$ cat config.mk
export PLATFORM = sky130hd
export DESIGN_NAME = fbv_regs
export DESIGN_NICKNAME = d
export VERILOG_FILES = /design/src/rtl/fbv_pkg.sv /design/src/rtl/fbv_regs.sv
export SDC_FILE = /design/constraint.sdc
export NUM_CORES = 2
export LEC_CHECK = 0
export ABC_CLOCK_PERIOD_IN_PS = 11050
export CORE_ASPECT_RATIO = 1.75
export CORE_UTILIZATION = 45
export CTS_CLUSTER_SIZE = 8
export DETAILED_ROUTE_END_ITERATION = 7
export DONT_BUFFER_PORTS = 1
export HOLD_SLACK_MARGIN = 0.02
export PLACE_DENSITY_LB_ADDON = 0.08
export SLEW_MARGIN = 30
export SYNTH_ARGS = -nofsm -noshare
export SYNTH_HDL_FRONTEND = slang
export SYNTH_SLANG_ARGS = --single-unit
$ cat constraint.sdc
create_clock -name clk -period 11.05 [get_ports clk]
set_input_delay 1.6575 -clock clk [delete_from_list [all_inputs] [get_ports clk]]
set_output_delay 1.6575 -clock clk [all_outputs]
set_load 0.01 [all_outputs]
$ cat src/rtl/fbv_pkg.sv
// fbv_pkg: shared types and constants of the frustum box visibility test
// box and plane formats, register file layout and reset values
// no dependencies
`default_nettype none

package fbv_pkg;

  localparam int NUM_REGS   = 8;
  localparam int REG_IDX_W  = 3;
  localparam int NUM_PLANES = 6;
  localparam int CW         = 32;          // Q16.16 coordinate or matrix entry
  localparam int NW         = CW + 1;      // plane coefficient, Q17.16
  localparam int PW         = NW + CW;     // one coefficient times one coordinate
  localparam int SW         = PW + 1;      // sum of two terms
  localparam int TW         = SW + 1;      // full distance
  localparam int DSHIFT     = 16;          // d is scaled by 2^16 and sign-extended into Q34.32

  typedef logic [2:0][CW-1:0] vec3_t;

  // lo[0] sits in the lowest bits, matching the input tdata packing
  typedef struct packed {
    vec3_t hi;
    vec3_t lo;
  } box_t;

  typedef struct packed {
    logic [2:0][NW-1:0] n;
    logic [NW-1:0]      d;
  } plane_t;

  typedef plane_t [NUM_PLANES-1:0] plane_set_t;

  typedef logic [NUM_PLANES-1:0][2:0][CW-1:0] corner_set_t;
  typedef logic [NUM_PLANES-1:0][2:0][PW-1:0] prod_set_t;
  typedef logic [NUM_REGS-1:0][63:0]          reg_file_t;

  // identity matrix
  localparam reg_file_t REG_RESET = {
    64'h0001_0000_0000_0000,  // r3 c23
    64'h0000_0000_0000_0000,  // r3 c01
    64'h0000_0000_0001_0000,  // r2 c23
    64'h0000_0000_0000_0000,  // r2 c01
    64'h0000_0000_0000_0000,  // r1 c23
    64'h0001_0000_0000_0000,  // r1 c01
    64'h0000_0000_0000_0000,  // r0 c23
    64'h0000_0000_0001_0000   // r0 c01
  };

endpackage

`default_nettype wire

$ cat src/rtl/fbv_regs.sv
// fbv_regs: configuration register file with its APB-style write/read port
// derives the six clip planes from the stored matrix
// depends on fbv_pkg
`default_nettype none

module fbv_regs (
  input  wire logic                clk,
  input  wire logic                rst_n,
  input  wire logic                cfg_psel,
  input  wire logic                cfg_penable,
  input  wire logic                cfg_pwrite,
  input  wire logic [5:0]          cfg_paddr,
  input  wire logic [63:0]         cfg_pwdata,
  output logic      [63:0]         cfg_prdata,
  output logic                     cfg_pready,
  output fbv_pkg::plane_set_t      planes
);

  fbv_pkg::reg_file_t                regs_r;
  logic [fbv_pkg::REG_IDX_W-1:0]     idx;
  logic                              wr_en;

  function automatic logic [fbv_pkg::NW-1:0] entry(
    input fbv_pkg::reg_file_t rf, input logic [1:0] r, input logic [1:0] c);
    logic [63:0] w;
    w = rf[{r, c[1]}];
    return c[0] ? {w[63], w[63:32]} : {w[31], w[31:0]};
  endfunction

  function automatic fbv_pkg::plane_t plane_of(
    input fbv_pkg::reg_file_t rf, input logic [1:0] k, input logic s);
    fbv_pkg::plane_t             pl;
    logic [fbv_pkg::NW-1:0]      a3;
    logic [fbv_pkg::NW-1:0]      ak;
    for (int c = 0; c < 4; c++) begin
      a3 = entry(rf, 2'd3, 2'(c));
      ak = entry(rf, k, 2'(c));
      if (c == 3) begin
        pl.d = s ? (a3 - ak) : (a3 + ak);
      end else begin
        pl.n[c] = s ? (a3 - ak) : (a3 + ak);
      end
    end
    return pl;
  endfunction

  assign idx        = cfg_paddr[5:3];
  assign wr_en      = cfg_psel && cfg_penable && cfg_pwrite && cfg_pready;
  assign cfg_pready = 1'b1;
  assign cfg_prdata = regs_r[idx];

  always_ff @(posedge clk) begin
    if (!rst_n) begin
      regs_r <= fbv_pkg::REG_RESET;
    end else if (wr_en) begin
      regs_r[idx] <= cfg_pwdata;
    end
  end

  // plane 2k is row3 + rowk, plane 2k+1 is row3 - rowk
  for (genvar p = 0; p < fbv_pkg::NUM_PLANES; p++) begin : g_plane
    assign planes[p] = plane_of(regs_r, 2'(p >> 1), 1'(p & 1));
  end

endmodule

`default_nettype wire

# Yosys cells after proc, flatten, opt, wreduce, memory -nomap -nowiden
# Index checks and enable logic that the tools add are counted.
op_classes:
  n_addsub: 24
  magnitude_cmp: 2
  n_mux: 5
  n_reduce_logical: 3
ops:
  columns: ["op", "n"]
  rows:
  - ["$bwmux W512", 1]
  - ["$add A32 B32 Y33", 12]
  - ["$sub A32 B32 Y33", 12]
  - ["$bmux W64 S3", 1]
  - ["$demux W64 S3", 1]
  - ["$mux W64", 2]
  - ["$lt A3 B4 Y1 const B", 1]
  - ["$ge A3 B1 Y1 const B", 1]
  - ["$logic_and A1 B1 Y1", 3]
totals:
  reg_bits: 512
  input_bits: 75
  elab_cells: 42

# Logic depth before layout (Yosys ltp)
depth:
  word_depth: 5
  mapped_depth: 13
  depth_no_buf: 13

# Worst setup path after synthesis
# No wires, ideal clock.
synth_path:
  path_type: "register to output"
  start: "reg regs_r[417] (netlist name)"
  end: "out planes[492] (netlist name)"
  arrival_ps: 3232
  path_slack_ps: 6160
  path_stages_with_launch: 13
  path_buffers: 0
  cell_sequence: "dfxtp_1 inv_1 fa_1 nor2b_1 o21ai_0 a2111oi_0 nor3_1 a21oi_1 o211ai_1 o311ai_0 a21oi_1 o21a_1 xnor2_1"
synth_lines:
  columns: ["element", "line_no", "rtl"]
  rows:
  - ["start, declared", "fbv_regs.sv:19", "fbv_pkg::reg_file_t regs_r;"]
  - ["start signal, assigned", "fbv_regs.sv:54", "regs_r <= fbv_pkg::REG_RESET;"]
  - ["start signal, assigned by index", "fbv_regs.sv:56", "regs_r[idx] <= cfg_pwdata;"]
  - ["end, declared", "fbv_regs.sv:16", "output fbv_pkg::plane_set_t planes"]

==> flow_metrics.tcl <==
set metrics [dict create \
    skew_ns 0 \
    post-route-drc-count 0 \
    ff2ff_setup_slack_ns 9.89 \
    fmax_ghz 0.1537 \
    cts.path.max_buffers 3 \
    worstPathMaxFanout 12 \
    port_buffers 0 \
    synth_seq_cells 512 \
    cts_buffers 74 \
    critPathCaptureType "primary output" \
    cts.repair.resized 0 \
    rsz0062_at_grt "false" \
    critPathKind "reg -> out" \
    crit_start "regs_r[449]" \
    start_kind "register" \
    synth_fp_nets 9429 \
    antenna_found_initial 0 \
    place_worst_setup_slack_ns 5.243 \
    area_growth_pct 3.389 \
    ir_drop_mv 0.1005 \
    std_cell_rows 178 \
    vias_per_cell 6.062 \
    hold_viol 0 \
    routabilityCongestion 1.016 \
    synth_cell_types 108 \
    synthFlopType "dfxtp_1" \
    stdcell_count 9904 \
    path_clk_slew_ns 0.05 \
    hpwl_mm 231.4 \
    vias 60040 \
    largest_reg_flops 512 \
    synthAdderAreaFrac_pct 16.47 \
    regMostFlops "regs_r" \
    reg2regPathDepth 2 \
    yosys.area.top_type_share_pct 16.73 \
    avgSynthCellArea_um2 7.154 \
    required_ns 9.39 \
    drtPass1Iterations 5 \
    cts_htree_levels 3 \
    start_util_pct 45.46 \
    wl_per_cell_um 28.69 \
    cts-hold-fix-buffers 0 \
    post_cts_buffers 0 \
    fin_crit_sh_pct 58.90 \
    status "complete, but fails checks" \
    maxSlewHeadroom_pct -27.46 \
    antenna_left 0 \
    overflow 0 \
    drv_cap 0 \
    clock_sinks 512 \
    die_y_um 490.1 \
    finalWirelength_mm 284.1 \
    slew_viol_final 213 \
    cts.root.buffer_cell "clkbuf_16" \
    synth_top_family_by_area "compound AO/OA/AOI/OAI gates" \
    track_usage_pct 39.50 \
    grt_pass1_vias 58870 \
    synth-edff-count 0 \
    setup_tns_ns 0 \
    r2r-end "regs_r[445]" \
    die_w_um 280.9 \
    drive_gt1_share_pct 3.098 \
    core-area_um2 134700 \
    min_to "regs_r[446]" \
    min_path_cells 2 \
    yosys.area_share.simple_pct 19.70 \
    finalSetupViolCount 0 \
    placed_cells_incl_taps 9818 \
    hold_path_class "reg -> reg" \
    regArea_um2 10250 \
    synthesis.instances 8562 \
    dieArea_um2 137700 \
    tightest_slew_ns 1.912 \
    fillers 14070 \
    leakage_nw 26.18 \
    clock_latency_ns 0.62 \
    async_reset_ff_share_pct 0 \
    multiInputGateArea_um2 45880 \
    p_per_area_nw_per_um2 78.76 \
    fin_ws_ns 4.542 \
    final_common_cell "nand2_1" \
    grt_max_degree 513 \
    r2r-start "regs_r[445]" \
    worstPathArrival_ns 4.85 \
    io_pins 932 \
    final_cell_mix "nand2_1, ha_1, inv_1" \
    reg_top3 "regs_r (512)" \
    synth_compound_area_share_pct 28.96 \
    synthesis.yosys.warnings 0 \
    netlist_area_um2 61250 \
    first_iter_violations 4094 \
    min_period_ns 6.508 \
    violations "slew limit" \
    synth_xor_area_share_pct 9.494 \
    ys_seq_area_share_pct 16.73 \
    cts_tree "yes" \
    synth_area_leaders "dfxtp_1, ha_1, xnor2_1" \
    nNetsFinal 8963 \
    synth_mux_area_share_pct 0.03268 \
    synth_top_cell_by_area "dfxtp_1" \
    hp-start "regs_r[446]" \
    grt_pass1_wl_mm 398.7 \
]
report_power, final:
group | switching (W) | internal [W] | leakage (nW)
Clock | 0.000836 | 0.00122 | 0.978
Combinational | 0.000685 | 0.000346 | 21.1
Sequential | 0.0000404 | 0.00186 | 4.13
metal layers:
metal	up-vias	global-route usage, %	part of all wire [%]
li1	28410	-	-
met1	28470	32.23	29
met2	2283	70.89	49
met3	878	15.15	9.6
met4	0	37.92	12
met5	-	0	0
cell usage after synthesis, types with 28 or more instances:
cell type and count:
ha_1 768, o211ai_1 29, nor2b_1 92, clkbuf_1 404, a21o_1 128, buf_2 29, buf_4 74, nand2b_1 109
nor2_1 671, xnor2_1 559, nor4_1 54, buf_1 46, inv_1 722, nand3_1 68, a31oi_1 59, o21bai_1 165
nor3_1 164, a21oi_1 645, and3_1 32, xor2_1 105, and2_1 28, nand2_1 1237, dfxtp_1 512, or2_2 28
a22oi_1 262, or3_1 55, o31ai_1 66, a21boi_0 521, a211oi_1 42, o21ai_0 252, nand4_1 108, o21a_1 77
cell type report:
class                      instances  area share (%)
clock inverter                     6          0.1185
antenna                            1        0.003951
sequential                       512           16.18
multi-input combinational       6750           72.44
inverter                         735           4.356
tap                             1800           3.556
clock buffer                      77           3.025
timing repair buffer              23          0.3181
worst max-delay path, stage by stage (launching register included):
cell,delay (ns)
dfxtp_1,0.81
inv_1,0.31
fa_1,0.51
nor2b_1,0.14
o21a_1,0.14
o21ai_1,0.08
a21oi_1,0.23
a21oi_1,0.15
o21bai_1,0.22
o21ai_1,0.19
or4_1,0.66
a2111oi_0,0.52
o22ai_1,0.23
logic make-up after synthesis:
logic type	Yosys count
simple gates	2718
compound gates	2573
buf+inv	1300
fa+ha+maj	792
xor+xnor	664
flops	512
mux	2
other cells	1
through the flow:
step	hold slack (ns)	instance area, um^2	util [%]	power (W)
finish	0.4837	63330	47.00	0.004988
global route	0.5017	63330	47.00	0.005142
detailed placement	0.4661	61280	45.48	0.002945
global placement	0.4506	61280	45.48	0.002944
floorplan	0.4734	61260	-	0.002708
CTS	0.4728	63270	46.96	0.004976
how the worst max path moves through the flow:
stage,to,slack (ns),cells past startpoint
2_1_floorplan,planes[492],6.16,12
3_3_place_gp,planes[492],5.25,12
3_5_place_dp,planes[492],5.24,12
4_1_cts,planes[492],4.57,12
5_1_grt,planes[791],4.27,12
6_report,planes[791],4.54,12
Power figures use the tool's default switching activity.
