<file path="config.mk">
export PLATFORM = sky130hd
export DESIGN_NAME = fbv_sum
export DESIGN_NICKNAME = d
export VERILOG_FILES = /design/src/rtl/fbv_pkg.sv /design/src/rtl/fbv_sum.sv
export SDC_FILE = /design/constraint.sdc
export NUM_CORES = 2
export LEC_CHECK = 0
export BUFFER_PORTS_ARGS = -buffer_cell sky130_fd_sc_hd__buf_2
export CAP_MARGIN = 20
export CORE_AREA = 2 2 777 779
export DETAILED_ROUTE_END_ITERATION = 16
export DIE_AREA = 0 0 779 781
export PLACE_DENSITY = 0.33
export SYNTH_ARGS = -nofsm -noshare
export SYNTH_HDL_FRONTEND = slang
export SYNTH_SLANG_ARGS = --single-unit
export TNS_END_PERCENT = 5
</file>
<file path="constraint.sdc">
create_clock -name clk -period 32.9 [get_ports clk]
set_input_delay 6.58 -clock clk [delete_from_list [all_inputs] [get_ports clk]]
set_output_delay 6.58 -clock clk [all_outputs]
set_load 0.02 [all_outputs]
</file>
<file path="src/rtl/fbv_pkg.sv">
// fbv_pkg: shared types and constants of the frustum box visibility test
// box and plane formats, register file layout and reset values
// no dependencies
`default_nettype none

package fbv_pkg;

  localparam int NUM_REGS   = 8;
  localparam int REG_IDX_W  = 3;
  localparam int NUM_PLANES = 6;
  localparam int CW         = 32;          // Q16.16 coordinate or matrix entry
  localparam int NW         = CW + 1;      // plane coefficient, Q17.16
  localparam int PW         = NW + CW;     // one coefficient times one coordinate
  localparam int SW         = PW + 1;      // sum of two terms
  localparam int TW         = SW + 1;      // full distance
  localparam int DSHIFT     = 16;          // d is scaled by 2^16 and sign-extended into Q34.32

  typedef logic [2:0][CW-1:0] vec3_t;

  // lo[0] sits in the lowest bits, matching the input tdata packing
  typedef struct packed {
    vec3_t hi;
    vec3_t lo;
  } box_t;

  typedef struct packed {
    logic [2:0][NW-1:0] n;
    logic [NW-1:0]      d;
  } plane_t;

  typedef plane_t [NUM_PLANES-1:0] plane_set_t;

  typedef logic [NUM_PLANES-1:0][2:0][CW-1:0] corner_set_t;
  typedef logic [NUM_PLANES-1:0][2:0][PW-1:0] prod_set_t;
  typedef logic [NUM_REGS-1:0][63:0]          reg_file_t;

  // identity matrix
  localparam reg_file_t REG_RESET = {
    64'h0001_0000_0000_0000,  // r3 c23
    64'h0000_0000_0000_0000,  // r3 c01
    64'h0000_0000_0001_0000,  // r2 c23
    64'h0000_0000_0000_0000,  // r2 c01
    64'h0000_0000_0000_0000,  // r1 c23
    64'h0001_0000_0000_0000,  // r1 c01
    64'h0000_0000_0000_0000,  // r0 c23
    64'h0000_0000_0001_0000   // r0 c01
  };

endpackage

`default_nettype wire

</file>
<file path="src/rtl/fbv_sum.sv">
// fbv_sum: distance accumulation stages and output register of the box test
// adds the products and scaled plane offset, then ands the six sign checks
// depends on fbv_pkg
`default_nettype none

module fbv_sum (
  input  wire logic                clk,
  input  wire logic                rst_n,
  input  wire fbv_pkg::plane_set_t planes,
  input  wire logic                in_valid,
  output logic                     in_ready,
  input  wire fbv_pkg::prod_set_t  prods,
  output logic                     out_valid,
  input  wire logic                out_ready,
  output logic                     visible
);

  logic                                       v3_r;
  logic                                       v4_r;
  logic                                       rdy3;
  logic                                       rdy4;
  logic [fbv_pkg::NUM_PLANES-1:0][fbv_pkg::SW-1:0] sa_r;
  logic [fbv_pkg::NUM_PLANES-1:0][fbv_pkg::SW-1:0] sb_r;
  logic [fbv_pkg::NUM_PLANES-1:0][fbv_pkg::SW-1:0] sa_nxt;
  logic [fbv_pkg::NUM_PLANES-1:0][fbv_pkg::SW-1:0] sb_nxt;
  logic [fbv_pkg::NUM_PLANES-1:0][fbv_pkg::TW-1:0] tot;
  logic                                       vis_r;
  logic                                       vis_nxt;

  localparam int PX = fbv_pkg::PW - 1;
  localparam int DX = fbv_pkg::SW - fbv_pkg::NW - fbv_pkg::DSHIFT;

  assign rdy4     = !v4_r || out_ready;
  assign rdy3     = !v3_r || rdy4;
  assign in_ready = rdy3;

  always_comb begin
    vis_nxt = 1'b1;
    for (int p = 0; p < fbv_pkg::NUM_PLANES; p++) begin
      sa_nxt[p] = {prods[p][0][PX], prods[p][0]} + {prods[p][1][PX], prods[p][1]};
      sb_nxt[p] = {prods[p][2][PX], prods[p][2]}
                + {{DX{planes[p].d[fbv_pkg::NW-1]}}, planes[p].d,
                   {fbv_pkg::DSHIFT{1'b0}}};
      tot[p]    = {sa_r[p][fbv_pkg::SW-1], sa_r[p]} + {sb_r[p][fbv_pkg::SW-1], sb_r[p]};
      // negative distance on any plane culls the box
      if (tot[p][fbv_pkg::TW-1]) begin
        vis_nxt = 1'b0;
      end
    end
  end

  always_ff @(posedge clk) begin
    if (!rst_n) begin
      v3_r <= 1'b0;
      v4_r <= 1'b0;
    end else begin
      if (rdy3) begin
        v3_r <= in_valid;
      end
      if (rdy4) begin
        v4_r <= v3_r;
      end
    end
  end

  always_ff @(posedge clk) begin
    if (in_valid && rdy3) begin
      sa_r <= sa_nxt;
      sb_r <= sb_nxt;
    end
    if (v3_r && rdy4) begin
      vis_r <= vis_nxt;
    end
  end

  assign out_valid = v4_r;
  assign visible   = vis_r;

endmodule

`default_nettype wire

</file>
# Yosys cells after proc, flatten, opt, wreduce, memory -nomap -nowiden
# Index checks and enable logic that the tools add are counted.
# totals
ff_bits	795
elab_cells	41
output_inout_bits	3
# op_classes
muxes	1
n_addsub	18
n_reduce_logical	7
# op_table
op	n
$add 66x66->67	6
$add 65x49->66	6
$add 65x65->66	6
$reduce_or 5->1	1
$logic_and 1x1->1	2
$logic_not 1->1	2
$logic_or 1x1->1	2
$mux 1	1

# Longest topological paths before layout
# logic_depth
depth_word	4
ltp_mapped	14
depth_no_buf	14

# Least setup slack after synthesis
# Ideal clock, no wire load.
# synth_path
path_type	input to register
start	input port out_ready
end	register sa_r[0] in the netlist's numbering (enable)
arrival_ns	24.728
setup_time_ns	1.265
path_stages	3
slack_ns	6.907
cell_sequence	nor2b_1 -> nand2_1 -> and2_1
# synth_between
elab_chain_cells	3
# synth_rtl
element	line_no	rtl
start: declaration	fbv_sum.sv:14	input wire logic out_ready,
$logic_or 1x1->1	fbv_sum.sv:33	assign rdy4 = !v4_r || out_ready;
$logic_or 1x1->1	fbv_sum.sv:34	assign rdy3 = !v3_r || rdy4;
net in_ready	fbv_sum.sv:11	output logic in_ready,
$logic_and 1x1->1	fbv_sum.sv:67	if (in_valid && rdy3) begin
end signal: assignment	fbv_sum.sv:68	sa_r <= sa_nxt;
end: declaration	fbv_sum.sv:22	logic [fbv_pkg::NUM_PLANES-1:0][fbv_pkg::SW-1:0] sa_r;
# The timed path passes the listed nets, and every way through them passes these cells.
# A chain may end at the register's enable or synchronous reset.

# Worst setup path after layout
# layout_path
start	input port out_ready
end	output port in_ready
# layout_between
elab_chain_cells	2
# layout_rtl
element	line_no
$logic_or 1x1->1	fbv_sum.sv:33
$logic_or 1x1->1	fbv_sum.sv:34
end: declaration	fbv_sum.sv:11
# Every way passes these cells.

==> results.sh <==
export IMPL_outcome="finished clean"
export IMPL_cpMostUsedCell="buf_2"
export IMPL_peakVddDrop_mv=0.0400
export IMPL_synthXorXnorAreaFrac_pct=7.94
export IMPL_cp_arrival_ns=7.19
export IMPL_synth_area_top_cells="edfxtp_1, ha_1, a21o_1"
export IMPL_synthSimpleGateAreaFrac_pct=12.0
export IMPL_grt_total_usage_pct=11.5
export IMPL_rsz0062_at_grt="false"
export IMPL_drt_initial_drc_count=3579
export IMPL_clockBufferDepth=4
export IMPL_clock_sinks=795
export IMPL_reg2reg_from="out_valid"
export IMPL_grt_max_degree=105
export IMPL_synth_top_area_cell="edfxtp_1"
export IMPL_grt_pass1_vias=62575
export IMPL_cts_buffers=116
export IMPL_p_leak_uw=0.0375
export IMPL_post_cts_buffers=0
export IMPL_die_w_um=779
export IMPL_finalHoldViolations=0
export IMPL_ys_types=103
export IMPL_dieHeight_um=781
export IMPL_area_growth_pct=30.1
export IMPL_syn_area_sq_mm=0.0691
export IMPL_max_slew_margin_pct=26.3
export IMPL_drc=0
export IMPL_reg2regPathDepth=9
export IMPL_synth_area_mux_share_pct=0.0887
export IMPL_power_density_mw_per_mm2=44.1
export IMPL_hold_path_class="reg -> reg"
export IMPL_slew_violations=0
export IMPL_cts_tree="built"
export IMPL_yosys_warnings=0
export IMPL_overflow=0
export IMPL_antenna_found_initial=307
export IMPL_ios=1969
export IMPL_ctsHoldBuffers=0
export IMPL_path_max_fanout=4
export IMPL_core_area_sq_mm=0.601
export IMPL_dpl_cell_area_sq_mm=0.0858
export IMPL_startpoint="out_ready"
export IMPL_syn_area_per_cell_sq_um=9.83
export IMPL_worst_slack_ns=19.13
export IMPL_reg2reg_to="sa_r[345]"
export IMPL_portBuffers=1374
export IMPL_synth_top_area_share_pct=34.5
export IMPL_num_rows=285
export IMPL_synth_top_family_by_area="compound AO/OA/AOI/OAI gates"
export IMPL_synth_compound_area_share_pct=23.7
export IMPL_setup_worst_path_end_class="output port"
export IMPL_path_class="in -> out"
export IMPL_first_pass_iters=5
export IMPL_clock_skew_ns=0.133
export IMPL_start_kind="input port"
export IMPL_period_minus_slack_ns=13.77
export IMPL_num_vias=61710
export IMPL_clk_pin_slew_ns=0.06
export IMPL_grt_pass1_wl_um=495000
export IMPL_wl_per_cell_um=22.1
export IMPL_ant_nets=0
export IMPL_maxCapViolCount=0
export IMPL_detail_route_vias_per_cell=3.70
export IMPL_cts_resized_gates=0
export IMPL_ys_seq_elements=795
export IMPL_synth_adder_area_share_pct=19.8
export IMPL_cp_cell_sequence="buf_2 -> nor2b_1 -> nand2_1 -> buf_2"
export IMPL_clk_insertion_delay_late_ns=0.89
export IMPL_synth_nets=10085
export IMPL_synth_cells=7033
export IMPL_setup_tns_ns=0
export IMPL_fin_area_sq_mm=0.0899
export IMPL_ys_async_sr_fraction_pct=0
export IMPL_start_util_pct=11.5
export IMPL_dp_hpwl_um=323000
export IMPL_cts_max_level=3
export IMPL_die_area_sq_mm=0.608
export IMPL_layout_nets=11454
export IMPL_drive_gt1_share_pct=20.0
export IMPL_slowest_delay_ns=0.23
export IMPL_cts_root_buf="clkbuf_16"
export IMPL_gp_congestion=0.874
export IMPL_yosysSeqAreaShare_pct=34.5
export IMPL_drt_total_wl_um=368000
export IMPL_ys_flop_type="edfxtp_1"
export IMPL_regToRegSetupSlack_ns=27.34
export IMPL_finalCritPeriodShare_pct=41.8
export IMPL_fmax_mhz=72.6
export IMPL_finalSetupViolations=0
export IMPL_synth_enable_flop_cells=793
export IMPL_crit_path_end="in_ready"
export IMPL_worstPathRequired_ns=26.32
export IMPL_worstMarginPinSlew_ns=1.10
export IMPL_dp_slack_ns=19.13
export IMPL_crit_slowest_cell="nor2b_1"
[logic make-up after synthesis]
group                      after synthesis
AOI/OAI and AO/OA                     2506
xor gates and xnor gates               627
adders and majority gates             1086
buffers and inverters                  356
DFF                                    795
muxes                                    6
and+or+nand+nor                       1657
[synthesized netlist by cell type, drive strengths merged, types with 12 or more instances]
cell and count:
and4 20, o2111ai 14, a31o 22, ha 1074, o21ai 404, inv 199, a21oi 777, a211o 15
and3 76, buf 16, or4 13, nand3 179, o21bai 128, o221ai 12, nor2 339, or2 22
a221oi 21, o31ai 53, o31a 18, a311oi 17, a211oi 67, nor4 23, o211ai 51, and2 42
edfxtp 793, o21a 85, a21boi 23, a31oi 84, xor2 226, a41oi 28, nor2b 115, nand4 174
nor3 103, xnor2 401, fa 12, a221o 13, nand2b 87, a21o 571, nand2 406, or3 20
clkbuf 141, a2111oi 21
[placed cells by master, fill, tap and decap left out, types with 80 or more instances in the layout]
cell	n
a21oi_1	774
clkbuf_16	117
nor2_1	339
nand2_1	406
xnor2_1	400
edfxtp_1	793
nand2b_1	87
nand3_1	179
o21bai_1	128
a31oi_1	80
o21ai_0	378
nand4_1	174
o21a_1	84
a21o_1	571
ha_1	1074
inv_1	199
xor2_1	226
nor2b_1	115
buf_2	1374
nor3_1	103
diode_2	128
[metrics by stage]
step                      util (%)  total power, uW  hold WS, ns  cells
after floorplan                  -             2220        0.477   7033
after global placement        14.3             2730        0.497  16319
after detailed placement      14.3             2710        0.505  16319
after CTS                     14.9             4060        0.522  16528
after global routing          15.0             4230        0.554  16613
final                         15.0             3970        0.528  16657
[layer usage]
metal / part of all wire (%) / track usage, % / vias up
li1: - / - / 29982
met1: 43 / 14.4 / 28994
met2: 47 / 19.4 / 1951
met3: 6.4 / 2.91 / 653
met4: 3.6 / 3.53 / 130
met5: 0.23 / 0 / -
[worst max-delay path, delay by kind of cell]
kind	cells	cell delay (ns)
buffers and inverters	2	0.27
AND/OR/NAND/NOR	2	0.34
[state kept, by name (all words and copies together) (netlist names)]
register   cells
out_valid      1
sa_r         396
sb_r         396
v3_r           1
visible        1
[worst min path at each step]
stage | endpoint | start | cells past startpoint
finish | out_valid | v3_r | 1
CTS | out_valid | v3_r | 1
floorplan | out_valid | v3_r | 1
detailed placement | out_valid | v3_r | 1
global route | out_valid | v3_r | 1
global placement | out_valid | v3_r | 1
[final cells by class]
class	count	area (sq um)
flip-flops and latches	795	23900
multi-input cells	5882	44000
well taps	8036	10100
clock buffers	130	2980
inverters	199	747
fillers	68589	511000
clock inverters	79	820
diodes	128	320
repair buffers	1408	7140
[power breakdown]
| group | internal (uW) | switching (uW) |
|---|---|---|
| clock | 764 | 521 |
| sequential | 1300 | 51.1 |
| combinational | 526 | 801 |
Power figures use the tool's default switching activity.
